==> config.mk <==
export PLATFORM = sky130hd
export DESIGN_NAME = first_fit_heap_allocator
export DESIGN_NICKNAME = d
export VERILOG_FILES = /design/src/sv/ffha_pkg.sv /design/src/sv/ffha_dp.sv /design/src/sv/ffha_ctrl.sv /design/src/sv/first_fit_heap_allocator.sv
export SDC_FILE = /design/constraint.sdc
export NUM_CORES = 2
export LEC_CHECK = 0
export ABC_AREA = 0
export CAP_MARGIN = 30
export CORE_ASPECT_RATIO = 1.75
export CORE_MARGIN = 1
export CORE_UTILIZATION = 30
export DETAILED_ROUTE_END_ITERATION = 10
export DONT_BUFFER_PORTS = 1
export MAX_ROUTING_LAYER = met4
export SLEW_MARGIN = 15
export SYNTH_ARGS = -nofsm -noshare
export SYNTH_HDL_FRONTEND = slang
export SYNTH_SLANG_ARGS = --single-unit
==> constraint.sdc <==
create_clock -name aclk -period 37.8 [get_ports aclk]
set_clock_uncertainty 0.2 [all_clocks]
set_input_delay 7.56 -clock aclk [delete_from_list [all_inputs] [get_ports aclk]]
set_output_delay 7.56 -clock aclk [all_outputs]
set_load 0.01 [all_outputs]
==> src/sv/ffha_pkg.sv <==
// ffha_pkg: shared types, constants and command/status bundles of the first-fit heap allocator
// used by ffha_ctrl, ffha_dp and first_fit_heap_allocator; depends on nothing else

package ffha_pkg;

    // heap geometry
    localparam int HEAP_BYTES_DEF = 4096;
    localparam int SLOT_BYTES     = 16;
    localparam int HDR_BYTES      = 8;

    // field widths of the channels
    localparam int REQ_W  = 12;
    localparam int PTR_W  = 12;
    localparam int OFF_W  = 12;
    localparam int ST_W   = 2;
    // request rounded up to slots: (request + 8 + 15) >> 4 on a 13-bit sum
    localparam int NEED_W = REQ_W + 1 - 4;

    // status codes
    localparam logic [ST_W-1:0] ST_OK     = 2'd0;
    localparam logic [ST_W-1:0] ST_NOFIT  = 2'd1;
    localparam logic [ST_W-1:0] ST_BADPTR = 2'd2;

    // op codes
    localparam logic OP_ALLOC = 1'b0;
    localparam logic OP_FREE  = 1'b1;

    typedef struct packed {
        logic             op;
        logic [REQ_W-1:0] request_bytes;
        logic [PTR_W-1:0] payload_pointer;
    } item_t;

    typedef struct packed {
        logic [OFF_W-1:0] payload_offset;
        logic [ST_W-1:0]  status;
    } result_t;

    // header read address source
    typedef enum logic {
        RD_ZERO,
        RD_NEXT
    } rd_src_t;

    // header write kinds
    typedef enum logic [1:0] {
        WR_TAKE,
        WR_REST,
        WR_FREE,
        WR_MERGE
    } wr_src_t;

    // result kinds
    typedef enum logic [1:0] {
        RES_GRANT,
        RES_NOFIT,
        RES_BADPTR,
        RES_FREED
    } res_code_t;

    // controller to datapath
    typedef struct packed {
        logic      start;
        logic      rd_en;
        rd_src_t   rd_src;
        logic      wr_en;
        wr_src_t   wr_src;
        logic      head_load;
        logic      acc_add;
        logic      res_load;
        res_code_t res_code;
    } cmd_t;

    // datapath to controller, all about the header last read
    typedef struct packed {
        logic ok;
        logic used;
        logic fits;
        logic split;
        logic hit;
        logic nxt_end;
    } sts_t;

endpackage

==> src/sv/ffha_dp.sv <==
// ffha_dp: header memory, walk address, merge accumulator and result register
// depends on ffha_pkg; driven by commands from ffha_ctrl

module ffha_dp #(
    parameter int HEAP_BYTES = ffha_pkg::HEAP_BYTES_DEF
) (
    input  logic              aclk,
    input  logic              aresetn,
    input  ffha_pkg::item_t   s_payload,
    input  ffha_pkg::cmd_t    cmd,
    output ffha_pkg::sts_t    sts,
    output ffha_pkg::result_t m_payload
);

    localparam int SLOT_COUNT = HEAP_BYTES / ffha_pkg::SLOT_BYTES;
    localparam int IW  = (SLOT_COUNT > 1) ? $clog2(SLOT_COUNT) : 1;
    localparam int UW  = IW + 1;
    localparam int HW  = UW + 1;
    localparam int SW  = UW + 1;
    localparam int CW  = (UW > ffha_pkg::NEED_W) ? UW : ffha_pkg::NEED_W;
    localparam int BW  = UW + 4;
    localparam int PCW = (BW > ffha_pkg::PTR_W) ? BW : ffha_pkg::PTR_W;
    localparam int RQW = ffha_pkg::REQ_W + 1;
    localparam logic [UW-1:0] SLOTS     = UW'(SLOT_COUNT);
    localparam logic [HW-1:0] HDR_RESET = {SLOTS, 1'b0};
    localparam logic [RQW-1:0] ROUND_ADD =
        RQW'(ffha_pkg::HDR_BYTES + ffha_pkg::SLOT_BYTES - 1);

    // header store: {units, allocated}
    logic [HW-1:0] mem [SLOT_COUNT];

    logic [HW-1:0]              mem_q_reg;
    logic                       boot_q_reg;
    logic                       hdr0_set_reg;
    logic [UW-1:0]              raddr_reg;
    logic [UW-1:0]              head_reg;
    logic [UW-1:0]              acc_reg;
    logic [ffha_pkg::NEED_W-1:0] need_reg;
    logic [ffha_pkg::PTR_W-1:0] ptr_reg;
    ffha_pkg::result_t          res_reg;

    logic [HW-1:0]  rdata;
    logic [UW-1:0]  du;
    logic           dused;
    logic [SW-1:0]  nxt;
    logic [UW-1:0]  need_u;
    logic [BW-1:0]  byte_off;
    logic [PCW-1:0] byte_off_w;
    logic [IW-1:0]  rd_addr;
    logic [UW-1:0]  wr_addr_u;
    logic [HW-1:0]  wr_data;
    logic [RQW-1:0] need_sum;

    // header last read; entry 0 reads as the whole-heap block until first written
    assign rdata  = boot_q_reg ? HDR_RESET : mem_q_reg;
    assign du     = rdata[HW-1:1];
    assign dused  = rdata[0];
    assign nxt    = {1'b0, raddr_reg} + {1'b0, du};
    assign need_u = UW'(need_reg);

    assign byte_off   = {raddr_reg, 4'h8};
    assign byte_off_w = PCW'(byte_off);

    // status of the current block
    assign sts.ok      = (du != '0) && (nxt <= {1'b0, SLOTS});
    assign sts.used    = dused;
    assign sts.fits    = CW'(need_reg) <= CW'(du);
    assign sts.split   = CW'(du) > CW'(need_reg);
    assign sts.hit     = byte_off_w == PCW'(ptr_reg);
    assign sts.nxt_end = nxt >= {1'b0, SLOTS};

    // read address
    assign rd_addr = (cmd.rd_src == ffha_pkg::RD_ZERO) ? '0 : nxt[IW-1:0];

    // write address and data
    always_comb begin
        case (cmd.wr_src)
            ffha_pkg::WR_TAKE: begin
                wr_addr_u = raddr_reg;
                wr_data   = sts.split ? {need_u, 1'b1} : {du, 1'b1};
            end
            ffha_pkg::WR_REST: begin
                wr_addr_u = UW'(raddr_reg + need_u);
                wr_data   = {UW'(du - need_u), 1'b0};
            end
            ffha_pkg::WR_FREE: begin
                wr_addr_u = raddr_reg;
                wr_data   = {du, 1'b0};
            end
            default: begin
                wr_addr_u = head_reg;
                wr_data   = {acc_reg, 1'b0};
            end
        endcase
    end

    // rounded-up request in slots
    assign need_sum = {1'b0, s_payload.request_bytes} + ROUND_ADD;

    // header memory
    always_ff @(posedge aclk) begin
        if (cmd.wr_en) begin
            mem[wr_addr_u[IW-1:0]] <= wr_data;
        end
        if (cmd.rd_en) begin
            mem_q_reg <= mem[rd_addr];
        end
    end

    // entry 0 reset tracking and read bookkeeping
    always_ff @(posedge aclk) begin
        if (!aresetn) begin
            hdr0_set_reg <= 1'b0;
            boot_q_reg   <= 1'b0;
        end else begin
            if (cmd.wr_en && (wr_addr_u == '0)) begin
                hdr0_set_reg <= 1'b1;
            end
            if (cmd.rd_en) begin
                boot_q_reg <= (rd_addr == '0) && !hdr0_set_reg;
            end
        end
    end

    // walk address, merge run and request capture
    always_ff @(posedge aclk) begin
        if (cmd.rd_en) begin
            raddr_reg <= UW'(rd_addr);
        end
        if (cmd.head_load) begin
            head_reg <= raddr_reg;
            acc_reg  <= du;
        end else if (cmd.acc_add) begin
            acc_reg <= UW'(acc_reg + du);
        end
        if (cmd.start) begin
            need_reg <= need_sum[RQW-1:4];
            ptr_reg  <= s_payload.payload_pointer;
        end
    end

    // result register
    always_ff @(posedge aclk) begin
        if (cmd.res_load) begin
            case (cmd.res_code)
                ffha_pkg::RES_GRANT: begin
                    res_reg.payload_offset <= byte_off_w[ffha_pkg::OFF_W-1:0];
                    res_reg.status         <= ffha_pkg::ST_OK;
                end
                ffha_pkg::RES_NOFIT: begin
                    res_reg.payload_offset <= '0;
                    res_reg.status         <= ffha_pkg::ST_NOFIT;
                end
                ffha_pkg::RES_BADPTR: begin
                    res_reg.payload_offset <= '0;
                    res_reg.status         <= ffha_pkg::ST_BADPTR;
                end
                default: begin
                    res_reg.payload_offset <= '0;
                    res_reg.status         <= ffha_pkg::ST_OK;
                end
            endcase
        end
    end

    assign m_payload = res_reg;

endmodule

==> src/sv/ffha_ctrl.sv <==
// ffha_ctrl: sequencer for the allocate walk, the free walk and the merge pass
// depends on ffha_pkg; commands ffha_dp and owns the handshakes

module ffha_ctrl (
    input  logic           aclk,
    input  logic           aresetn,
    input  logic           s_valid,
    output logic           s_ready,
    input  logic           s_op,
    output logic           m_valid,
    input  logic           m_ready,
    output ffha_pkg::cmd_t cmd,
    input  ffha_pkg::sts_t sts
);

    typedef enum logic [3:0] {
        S_IDLE,
        S_A_WALK,
        S_A_SPLIT,
        S_F_WALK,
        S_M_START,
        S_M_OUTER,
        S_M_INNER,
        S_M_FLUSH,
        S_RESP
    } state_t;

    state_t                state_reg, state_next;
    logic                  m_valid_reg, m_valid_next;
    ffha_pkg::res_code_t   res_code_reg, res_code_next;

    // next state and datapath commands
    always_comb begin
        state_next    = state_reg;
        m_valid_next  = m_valid_reg && !m_ready;
        res_code_next = res_code_reg;
        cmd.start     = 1'b0;
        cmd.rd_en     = 1'b0;
        cmd.rd_src    = ffha_pkg::RD_NEXT;
        cmd.wr_en     = 1'b0;
        cmd.wr_src    = ffha_pkg::WR_MERGE;
        cmd.head_load = 1'b0;
        cmd.acc_add   = 1'b0;
        cmd.res_load  = 1'b0;
        cmd.res_code  = res_code_reg;

        unique case (state_reg)
            S_IDLE: begin
                if (s_valid) begin
                    cmd.start  = 1'b1;
                    cmd.rd_en  = 1'b1;
                    cmd.rd_src = ffha_pkg::RD_ZERO;
                    state_next = (s_op == ffha_pkg::OP_FREE) ? S_F_WALK : S_A_WALK;
                end
            end
            // first-fit search
            S_A_WALK: begin
                if (!sts.ok) begin
                    res_code_next = ffha_pkg::RES_NOFIT;
                    state_next    = S_RESP;
                end else if (!sts.used && sts.fits) begin
                    cmd.wr_en  = 1'b1;
                    cmd.wr_src = ffha_pkg::WR_TAKE;
                    if (sts.split) begin
                        state_next = S_A_SPLIT;
                    end else begin
                        res_code_next = ffha_pkg::RES_GRANT;
                        state_next    = S_RESP;
                    end
                end else if (sts.nxt_end) begin
                    res_code_next = ffha_pkg::RES_NOFIT;
                    state_next    = S_RESP;
                end else begin
                    cmd.rd_en = 1'b1;
                end
            end
            // header of the remainder block
            S_A_SPLIT: begin
                cmd.wr_en     = 1'b1;
                cmd.wr_src    = ffha_pkg::WR_REST;
                res_code_next = ffha_pkg::RES_GRANT;
                state_next    = S_RESP;
            end
            // search for the allocated block at the pointer
            S_F_WALK: begin
                if (!sts.ok) begin
                    res_code_next = ffha_pkg::RES_BADPTR;
                    state_next    = S_RESP;
                end else if (sts.used && sts.hit) begin
                    cmd.wr_en  = 1'b1;
                    cmd.wr_src = ffha_pkg::WR_FREE;
                    state_next = S_M_START;
                end else if (sts.nxt_end) begin
                    res_code_next = ffha_pkg::RES_BADPTR;
                    state_next    = S_RESP;
                end else begin
                    cmd.rd_en = 1'b1;
                end
            end
            S_M_START: begin
                cmd.rd_en  = 1'b1;
                cmd.rd_src = ffha_pkg::RD_ZERO;
                state_next = S_M_OUTER;
            end
            // merge pass: look for the head of a free run
            S_M_OUTER: begin
                if (!sts.ok) begin
                    res_code_next = ffha_pkg::RES_FREED;
                    state_next    = S_RESP;
                end else if (sts.used) begin
                    if (sts.nxt_end) begin
                        res_code_next = ffha_pkg::RES_FREED;
                        state_next    = S_RESP;
                    end else begin
                        cmd.rd_en = 1'b1;
                    end
                end else begin
                    cmd.head_load = 1'b1;
                    if (sts.nxt_end) begin
                        state_next = S_M_FLUSH;
                    end else begin
                        cmd.rd_en  = 1'b1;
                        state_next = S_M_INNER;
                    end
                end
            end
            // merge pass: absorb following free blocks
            S_M_INNER: begin
                if (!sts.used && sts.ok) begin
                    cmd.acc_add = 1'b1;
                    if (sts.nxt_end) begin
                        state_next = S_M_FLUSH;
                    end else begin
                        cmd.rd_en = 1'b1;
                    end
                end else begin
                    state_next = S_M_FLUSH;
                end
            end
            // write the merged header, then resume on the block still held
            S_M_FLUSH: begin
                cmd.wr_en  = 1'b1;
                cmd.wr_src = ffha_pkg::WR_MERGE;
                if (sts.used || !sts.ok) begin
                    state_next = S_M_OUTER;
                end else begin
                    res_code_next = ffha_pkg::RES_FREED;
                    state_next    = S_RESP;
                end
            end
            // hand the result to the output register once it is free
            S_RESP: begin
                if (!m_valid_reg || m_ready) begin
                    cmd.res_load = 1'b1;
                    m_valid_next = 1'b1;
                    state_next   = S_IDLE;
                end
            end
            default: begin
                state_next = S_IDLE;
            end
        endcase
    end

    // state and registered outputs
    always_ff @(posedge aclk) begin
        if (!aresetn) begin
            state_reg    <= S_IDLE;
            m_valid_reg  <= 1'b0;
            res_code_reg <= ffha_pkg::RES_GRANT;
        end else begin
            state_reg    <= state_next;
            m_valid_reg  <= m_valid_next;
            res_code_reg <= res_code_next;
        end
    end

    assign s_ready = (state_reg == S_IDLE);
    assign m_valid = m_valid_reg;

endmodule

==> src/sv/first_fit_heap_allocator.sv <==
// first_fit_heap_allocator: top level joining the sequencer and the header datapath
// depends on ffha_pkg, ffha_ctrl and ffha_dp
//
// Usage:
//   s_ channel carries one request per transfer: op selects allocate or free,
//   request_bytes is the payload wanted, payload_pointer the payload to release.
//   m_ channel returns one result per request, in order: payload_offset of the
//   granted block (zero otherwise) and a status (success, no fit, bad pointer).
// Walks, with N = HEAP_BYTES/16 header slots:
//   allocate walks the block headers from the start to the first free block that fits;
//   free walks to the block, then a merge pass runs over the heap from the start
//   and joins each run of adjacent free blocks into one block.
//   The header memory has a single read port and gives one header per cycle.
// One request is worked on at a time; a new request is taken as soon as the
// previous one has placed its result in the output register, even while that
// result is still waiting for m_ready.
// Reset: the heap is one free block at once, with no clearing pass.
// A stalled receiver holds the result; the block finishes its next request
// and then waits with it until the output register is free.

module first_fit_heap_allocator #(
    parameter int HEAP_BYTES = ffha_pkg::HEAP_BYTES_DEF
) (
    input  logic              aclk,
    input  logic              aresetn,
    input  logic              s_valid,
    output logic              s_ready,
    input  ffha_pkg::item_t   s_payload,
    output logic              m_valid,
    input  logic              m_ready,
    output ffha_pkg::result_t m_payload
);

    ffha_pkg::cmd_t cmd;
    ffha_pkg::sts_t sts;

    // sequencer
    ffha_ctrl u_ctrl (
        .aclk    (aclk),
        .aresetn (aresetn),
        .s_valid (s_valid),
        .s_ready (s_ready),
        .s_op    (s_payload.op),
        .m_valid (m_valid),
        .m_ready (m_ready),
        .cmd     (cmd),
        .sts     (sts)
    );

    // header memory and arithmetic
    ffha_dp #(
        .HEAP_BYTES (HEAP_BYTES)
    ) u_dp (
        .aclk      (aclk),
        .aresetn   (aresetn),
        .s_payload (s_payload),
        .cmd       (cmd),
        .sts       (sts),
        .m_payload (m_payload)
    );

`ifndef SYNTHESIS
    // one request in flight: an accepted transfer closes the input side
    a_one_in_flight: assert property (@(posedge aclk) disable iff (!aresetn)
        (s_valid && s_ready) |=> !s_ready)
        else $error("input accepted while a request is in flight");

    // failures carry no offset; frees carry none either, but share ST_OK with grants
    a_offset_zero: assert property (@(posedge aclk) disable iff (!aresetn)
        (m_valid && (m_payload.status != ffha_pkg::ST_OK)) |->
        (m_payload.payload_offset == '0))
        else $error("offset given with a failing status");

    // granted payloads sit 8 bytes past a slot boundary
    a_offset_align: assert property (@(posedge aclk) disable iff (!aresetn)
        (m_valid && (m_payload.payload_offset != '0)) |->
        (m_payload.payload_offset[3:0] == 4'h8))
        else $error("granted offset not slot aligned");

    // status never takes the unused code
    a_status_code: assert property (@(posedge aclk) disable iff (!aresetn)
        m_valid |-> ((m_payload.status == ffha_pkg::ST_OK) ||
                     (m_payload.status == ffha_pkg::ST_NOFIT) ||
                     (m_payload.status == ffha_pkg::ST_BADPTR)))
        else $error("unused status code on the result channel");
`endif

endmodule

Word-level counts from Yosys, hierarchy flattened

Memory sizes are Yosys's and may differ from the RTL's. A register that Yosys moved wholly into a read port is not among the register bits.
Cells that the tools add are included.

Memories kept: 1
Word-level logic and storage cells: 133
Bits in writable memories: 2,560
Input bits: 29
Flip-flop bits (word level): 69
Output and inout bits: 16

Reductions and logical operators: 25
Eq/ne operators: 23
Order comparisons: 4
Add/sub/neg operators: 5
Multiplexer cells: 63

Memories:

| name     | depth | bits a word | rd ports | clocked after memory_dff | wr ports | line          | source |
|---|---|---|---|---|---|---|---|
| u_dp.mem | 256   | 10          | 1        | 1                        | 1        | ffha_dp.sv:30 | `logic [HW-1:0] mem [SLOT_COUNT];` |

Operators by type and width:

| operator                                                        | count |
|---|---|
| 2-to-1 mux 4 bit                                                | 13 |
| one-hot mux 14 bit (3 select lines)                             | 1 |
| one-hot mux 4 bit (9 select lines)                              | 1 |
| one-hot mux 10 bit (3 select lines)                             | 1 |
| 2-to-1 mux 2 bit                                                | 12 |
| 2-to-1 mux 1 bit                                                | 20 |
| 2-to-1 mux 10 bit                                               | 2 |
| 2-to-1 mux 9 bit                                                | 2 |
| one-hot mux 9 bit (2 select lines)                              | 1 |
| == test 4 x 3 -> 1 bit, second input constant                   | 4 |
| 2-to-1 mux 3 bit                                                | 5 |
| adder 12 x 5 -> 13 bit, second input constant                   | 1 |
| == test 12 bit                                                  | 1 |
| != test 3 bit, second input constant                            | 4 |
| one-hot mux 3 bit (4 select lines)                              | 1 |
| adder 8 x 9 -> 10 bit                                           | 1 |
| >= comparator 10 x 9 -> 1 bit, second input constant            | 1 |
| less-or-equal comparator 10 x 9 -> 1 bit, second input constant | 1 |
| one-hot mux 2 bit (5 select lines)                              | 1 |
| adder 8 x 9 -> 9 bit                                            | 1 |
| adder 9 bit                                                     | 1 |
| greater-than comparator 9 bit                                   | 1 |
| less-or-equal comparator 9 bit                                  | 1 |
| logical NOT 9 bit                                               | 1 |
| 25 further kinds                                                | 42 |

Depth between registers and ports, before layout

Depth after elaboration: 11
Mapped depth: 26
Mapped depth without buffers: 16

Cells and area by module

From an unflattened synthesis, not the netlist that was laid out.

Cell total of the unflattened synthesis: 7,090
Area total of the unflattened synthesis: 107,142.8 um^2

By module, submodules not included:

| module    | cells an instance | times used | area each (um^2) | seq. area each (um^2) |
|---|---|---|---|---|
| ffha_dp   | 6,991             | 1          | 106,397.0        | 78,925.7 |
| ffha_ctrl | 99                | 1          | 745.7            | 140.1 |

Least setup slack after synthesis

Ideal clock, no wire load.

Path kind: reg2reg
From: reg u_dp.boot_q_reg
To: mem u_dp.mem[0][6] (netlist name) (data pin)
Setup time: 2.189 ns
Data arrival time: 13.887 ns
Data required time: 35.411 ns
Stages on the path, launching flop included: 18
Clock period less this slack: 16.276 ns
Buffers on the path: 4
Slack: 21.524 ns
Cells stage by stage: dfxtp_1 buf_2 buf_4 buf_2 clkbuf_1 nand2b_1 xnor2_1 ha_1 a21oi_1 o32ai_1 o21ai_1 o21ba_2 xnor2_2 nor3_2 a21boi_4 nor3_1 a222oi_1 o21ai_0

Word-level cells in the longest chain between the ends: 8
Elaborated cells between the ends (all ways): 21
Those cells by class: 2 x add/sub; 3 x order compare; 2 x eq/ne; 8 x mux; 6 x reduce/logical

RTL lines:

| element                                                                       | line                             | source |
|---|---|---|
| start, declared                                                               | ffha_dp.sv:33                    | `logic boot_q_reg;` |
| start signal, assigned                                                        | ffha_dp.sv:120                   | `boot_q_reg <= (rd_addr == '0) && !hdr0_set_reg;` |
| 2-to-1 mux 10 bit *                                                           | ffha_dp.sv:55                    | `assign rdata = boot_q_reg ? HDR_RESET : mem_q_reg;` |
| adder 8 x 9 -> 10 bit (tied with other cells)                                 | ffha_dp.sv:58                    | `assign nxt = {1'b0, raddr_reg} + {1'b0, du};` |
| less-or-equal comparator 10 x 9 -> 1 bit or logical AND 1 bit (tied branches) | ffha_dp.sv:65, ffha_ctrl.sv:61   |  |
| logical AND 1 bit or 2-to-1 mux 3 bit (tied branches)                         | ffha_dp.sv:65, ffha_ctrl.sv:61   |  |
| 2-to-1 mux 3 bit (on tied branches)                                           | ffha_ctrl.sv:86, ffha_ctrl.sv:58 |  |
| one-hot mux 3 bit (4 select lines)                                            | ffha_ctrl.sv:47                  | `unique case (state_reg)` |
| == test 2 bit (tied with other cells)                                         | ffha_dp.sv:77                    | `case (cmd.wr_src)` |
| one-hot mux 10 bit (3 select lines) *                                         | ffha_dp.sv:77                    |  |
| via u_dp.wr_data[6]                                                           | ffha_dp.sv:51                    | `logic [HW-1:0] wr_data;` |
| end, declared                                                                 | ffha_dp.sv:30                    |  |

The timed path passes the listed nets; every way through them passes the cells marked *.

Final worst setup path

From: in s_valid
To: reg u_dp.mem_q_reg[6] (read register of u_dp.mem) (data pin)

Word-level cells in the longest chain between the ends: 3
Elaborated cells between the ends (all ways): 4
Those cells by class: 4 x mux

RTL lines:

| element                            | line                           | source |
|---|---|---|
| start, declared                    | first_fit_heap_allocator.sv:26 | `input logic s_valid,` |
| 2-to-1 mux 3 bit *                 | ffha_ctrl.sv:49                | `if (s_valid) begin` |
| one-hot mux 1 bit (2 select lines) | ffha_ctrl.sv:47                |  |
| 2-to-1 mux 8 bit                   | ffha_dp.sv:73                  | `assign rd_addr = (cmd.rd_src == ffha_pkg::RD_ZERO) ? '0 : nxt[IW-1:0];` |
| end, declared                      | ffha_dp.sv:32                  | `logic [HW-1:0] mem_q_reg;` |

Mark *: on every way between the ends. The rest lies on a longest branch, timed or not.
A chain may end at the register's enable or synchronous reset.

==> Flow_metrics.wiki <==
{| class="wikitable"
! Metric !! Value
|-
| Share of the yosys chip area belonging to registers || 0.742
|-
| Die width || 452 um
|-
| Inst Count DP || 12000
|-
| Cell type with the highest aggregate area in the netlist || sky130_fd_sc_hd__edfxtp_1
|-
| Kind of launch point of the worst setup path || input pin
|-
| Endpoints failing setup || 0
|-
| H-tree depth || 4
|-
| Number of flip-flops and latches in the synthesized netlist || 2636
|-
| Number of buffers inserted by hold repair at cts || 0
|-
| CP Capture Type || flop
|-
| Number of cells upsized or downsized after cts || 0
|-
| Critical path fanouts, max || 83
|-
| Placed wire-length estimate || 226000 um
|-
| Combined global-route utilization of all metal layers || 0.205
|-
| Starting utilization of the core area || 0.301
|-
| Number of library cell types mapped by synthesis || 102
|-
| Slew Viols, Final || 0
|-
| Number of CTS-inserted buffers || 213
|-
| Global-route wire length before repair || 514000 um
|-
| Number of nets in the final layout || 7633
|-
| Min-Delay Endpoint || u_dp.hdr0_set_reg
|-
| Standard-cell rows || 289
|-
| Flip-flop count of the largest register, all copies and words added || 2560
|-
| Portion of synthesized cell area occupied by the leading cell type || 0.740
|-
| CTS Sinks || 2636
|-
| Required time of the critical path || 38350 ps
|-
| Count of placed standard cells in the final layout, fillers left out || 12500
|-
| Maximum frequency from static timing analysis || 77.3 MHz
|-
| Maximum number of pins on one net before global-route repair || 193
|-
| Setup repair after global routing missed its margin || false
|-
| Mean cell area of the mapped netlist || 14.3 sq um
|-
| Worst reg2reg path endpoint || u_dp.mem_q_reg[5]
|-
| Hold path depth || 2
|-
| Highest-count cells in the layout ignoring fill and taps || sky130_fd_sc_hd__edfxtp_1 (2627), sky130_fd_sc_hd__nand2_1 (1318), sky130_fd_sc_hd__nand3_1 (445)
|-
| Initial drt markers || 8574
|-
| Register-to-Register Path Depth || 19
|-
| Number of remaining DRC errors || 3
|-
| Number of enable-type register cells in the synthesized netlist || 2627
|-
| Cells after Synth || 7468
|-
| Number of max-cap violations || 0
|-
| Slack of the worst reg-to-reg path || 29180 ps
|-
| WP data arrival || 13480 ps
|-
| Start of the worst register-to-register path || u_dp.mem_q_reg[2]
|-
| Min Tclk post-route || 12940 ps
|-
| Routability-driven placement congestion ratio || 0.953
|-
| Detailed Route WL || 368000 um
|-
| Share of synthesized flip-flops with an asynchronous set or reset || 0
|-
| Share of final-layout standard cells stronger than drive strength 1 || 0.122
|-
| Hold Vio Cnt, Final || 0
|-
| Number of port buffers || 0
|-
| Number of vias in the routed layout || 70800
|-
| Master cell of the clock root buffer || sky130_fd_sc_hd__clkbuf_16
|-
| Area added between synthesis and finish || 14.1%
|-
| Most frequent standard cell in the layout excluding fill and tap cells || sky130_fd_sc_hd__edfxtp_1
|-
| Main flop type after synthesis || sky130_fd_sc_hd__edfxtp_1
|-
| Launch instance of the worst min-delay path || u_dp.hdr0_set_reg
|-
| Classification of the worst setup path || input pin to flop
|-
| TNS Setup || 0 ps
|-
| Number of search-and-repair iterations in the first detailed-routing pass || 11
|-
| Clock tree from TritonCTS || yes
|-
| Antenna Violating Nets Remaining || 0
|-
| Failing checks || DRC
|-
| Final period util || 0.342
|-
| Clock edge transition at the registers on the reported setup and hold paths || 70 ps
|-
| Synth warn || 0
|-
| Max-slew headroom at the worst pin || 0.0876
|-
| Die Y || 790 um
|-
| Number of top-level design ports || 45
|-
| Core area || 354000 sq um
|-
| Remaining global-route overflow || 0
|-
| Buffer count from post-CTS setup fixing || 0
|-
| Outcome || complete, but fails checks
|-
| Die ar. || 358000 sq um
|-
| Via count of the first global-routing pass || 68600
|-
| Hold Crit Class || flop to flop
|-
| CTS max path bufs || 4
|-
| Via-per-instance ratio || 5.68
|-
| Worst Max-Slew Pin Slew || 1370 ps
|-
| Main area contributors after synthesis || sky130_fd_sc_hd__edfxtp_1 (74%), sky130_fd_sc_hd__nand2_1 (4.7%), sky130_fd_sc_hd__o221ai_1 (2.6%)
|-
| Insertion delay to the later sink of the worst-skew pair || 900 ps
|-
| Initial antenna violation count || 16
|-
| Post-synthesis instance area || 107000 sq um
|-
| Detail-routed net length per standard cell || 29.5 um
|}
-- Yosys cell counts, types with 16 or more instances --
library cell                count
sky130_fd_sc_hd__buf_4         20
sky130_fd_sc_hd__o22ai_1      166
sky130_fd_sc_hd__a31oi_1       97
sky130_fd_sc_hd__and2_1        17
sky130_fd_sc_hd__nand3_1      447
sky130_fd_sc_hd__mux4_2        41
sky130_fd_sc_hd__edfxtp_1    2627
sky130_fd_sc_hd__inv_1         25
sky130_fd_sc_hd__nand4_1       29
sky130_fd_sc_hd__o31a_1        39
sky130_fd_sc_hd__xor2_1        20
sky130_fd_sc_hd__xnor2_1       36
sky130_fd_sc_hd__o21ai_0      157
sky130_fd_sc_hd__buf_2        180
sky130_fd_sc_hd__mux2i_1      128
sky130_fd_sc_hd__a211oi_1      60
sky130_fd_sc_hd__a311oi_1     195
sky130_fd_sc_hd__nand2_1     1322
sky130_fd_sc_hd__a21oi_1      304
sky130_fd_sc_hd__nor3_1        81
sky130_fd_sc_hd__clkbuf_1     307
sky130_fd_sc_hd__ha_1          21
sky130_fd_sc_hd__buf_1         53
sky130_fd_sc_hd__a2111oi_0     16
sky130_fd_sc_hd__a311o_1       24
sky130_fd_sc_hd__nor2_1       345
sky130_fd_sc_hd__o221ai_1     312
sky130_fd_sc_hd__nor2b_1       20
sky130_fd_sc_hd__and3_1        59
sky130_fd_sc_hd__o311ai_0      18
-- worst max-delay path, cell delays in order --
cell                        delay [ps]
sky130_fd_sc_hd__o211ai_1          150
sky130_fd_sc_hd__buf_4             320
sky130_fd_sc_hd__nand3_4           180
sky130_fd_sc_hd__inv_8             370
sky130_fd_sc_hd__buf_4             580
sky130_fd_sc_hd__buf_4             490
sky130_fd_sc_hd__buf_4             500
sky130_fd_sc_hd__buf_4             570
sky130_fd_sc_hd__mux2i_1           150
sky130_fd_sc_hd__a2111oi_0         470
sky130_fd_sc_hd__a31oi_1            80
sky130_fd_sc_hd__a21oi_1           670
sky130_fd_sc_hd__o21ai_0           240
sky130_fd_sc_hd__o22ai_1           670
sky130_fd_sc_hd__and4_1            300
-- worst max-delay path by stage --
stage | endpoint | slack, ps | cells after the start | startpoint
floorplan | u_dp.mem[0][6] | 21520 | 17 | u_dp.boot_q_reg
CTS | u_dp.mem_q_reg[6] | 24880 | 15 | s_valid
global placement | u_dp.mem_q_reg[2] | 23020 | 12 | s_valid
finish | u_dp.mem_q_reg[6] | 24860 | 15 | s_valid
global route | u_dp.mem_q_reg[6] | 24380 | 15 | s_valid
detailed placement | u_dp.mem_q_reg[6] | 23970 | 15 | s_valid
-- final cells by class --
type | count | area [sq um]
sequential | 2636 | 79100
tap | 4656 | 5830
timing repair buffer | 461 | 4110
fill | 33700 | 232000
inverter | 30 | 145
multi-input combinational | 4240 | 25400
clock inverter | 129 | 1370
clock buffer | 254 | 5550
antenna | 50 | 125
-- cells by family (layout without fill, tap and decap cells) --
kind of cell / after synthesis / count (layout) / synth area share
AOI/OAI and AO/OA: 1584 / 1584 / 0.108
DFF: 2636 / 2636 / 0.742
adders and majority gates: 29 / 29 / 0.00331
buffers and inverters: 594 / 874 / 0.0240
other: 1 / 53 / 0.0000352
and+or+nand+nor: 2394 / 2394 / 0.0964
xor gates and xnor gates: 57 / 57 / 0.00476
muxes: 173 / 173 / 0.0212
-- layer usage --
metal / global-route usage / share of wire / up-vias
li1: - / - / 29400
met5: - / 0 / -
met4: 0.176 / 0.10 / 0
met3: 0.0316 / 0.080 / 1241
met2: 0.340 / 0.49 / 4199
met1: 0.212 / 0.32 / 36000
-- through the flow --
step,cell area (sq um),hold slack [ps],setup WS [ps],util
2_1_floorplan,107000,226,21520,-
3_3_place_gp,112000,238,23020,0.317
3_5_place_dp,114000,253,23970,0.322
4_1_cts,121000,269,24880,0.342
5_1_grt,122000,303,24380,0.344
6_report,122000,269,24860,0.344
Power is not shown: default switching activity piles up to over one toggle a cycle in this logic, so the estimate is an artifact.
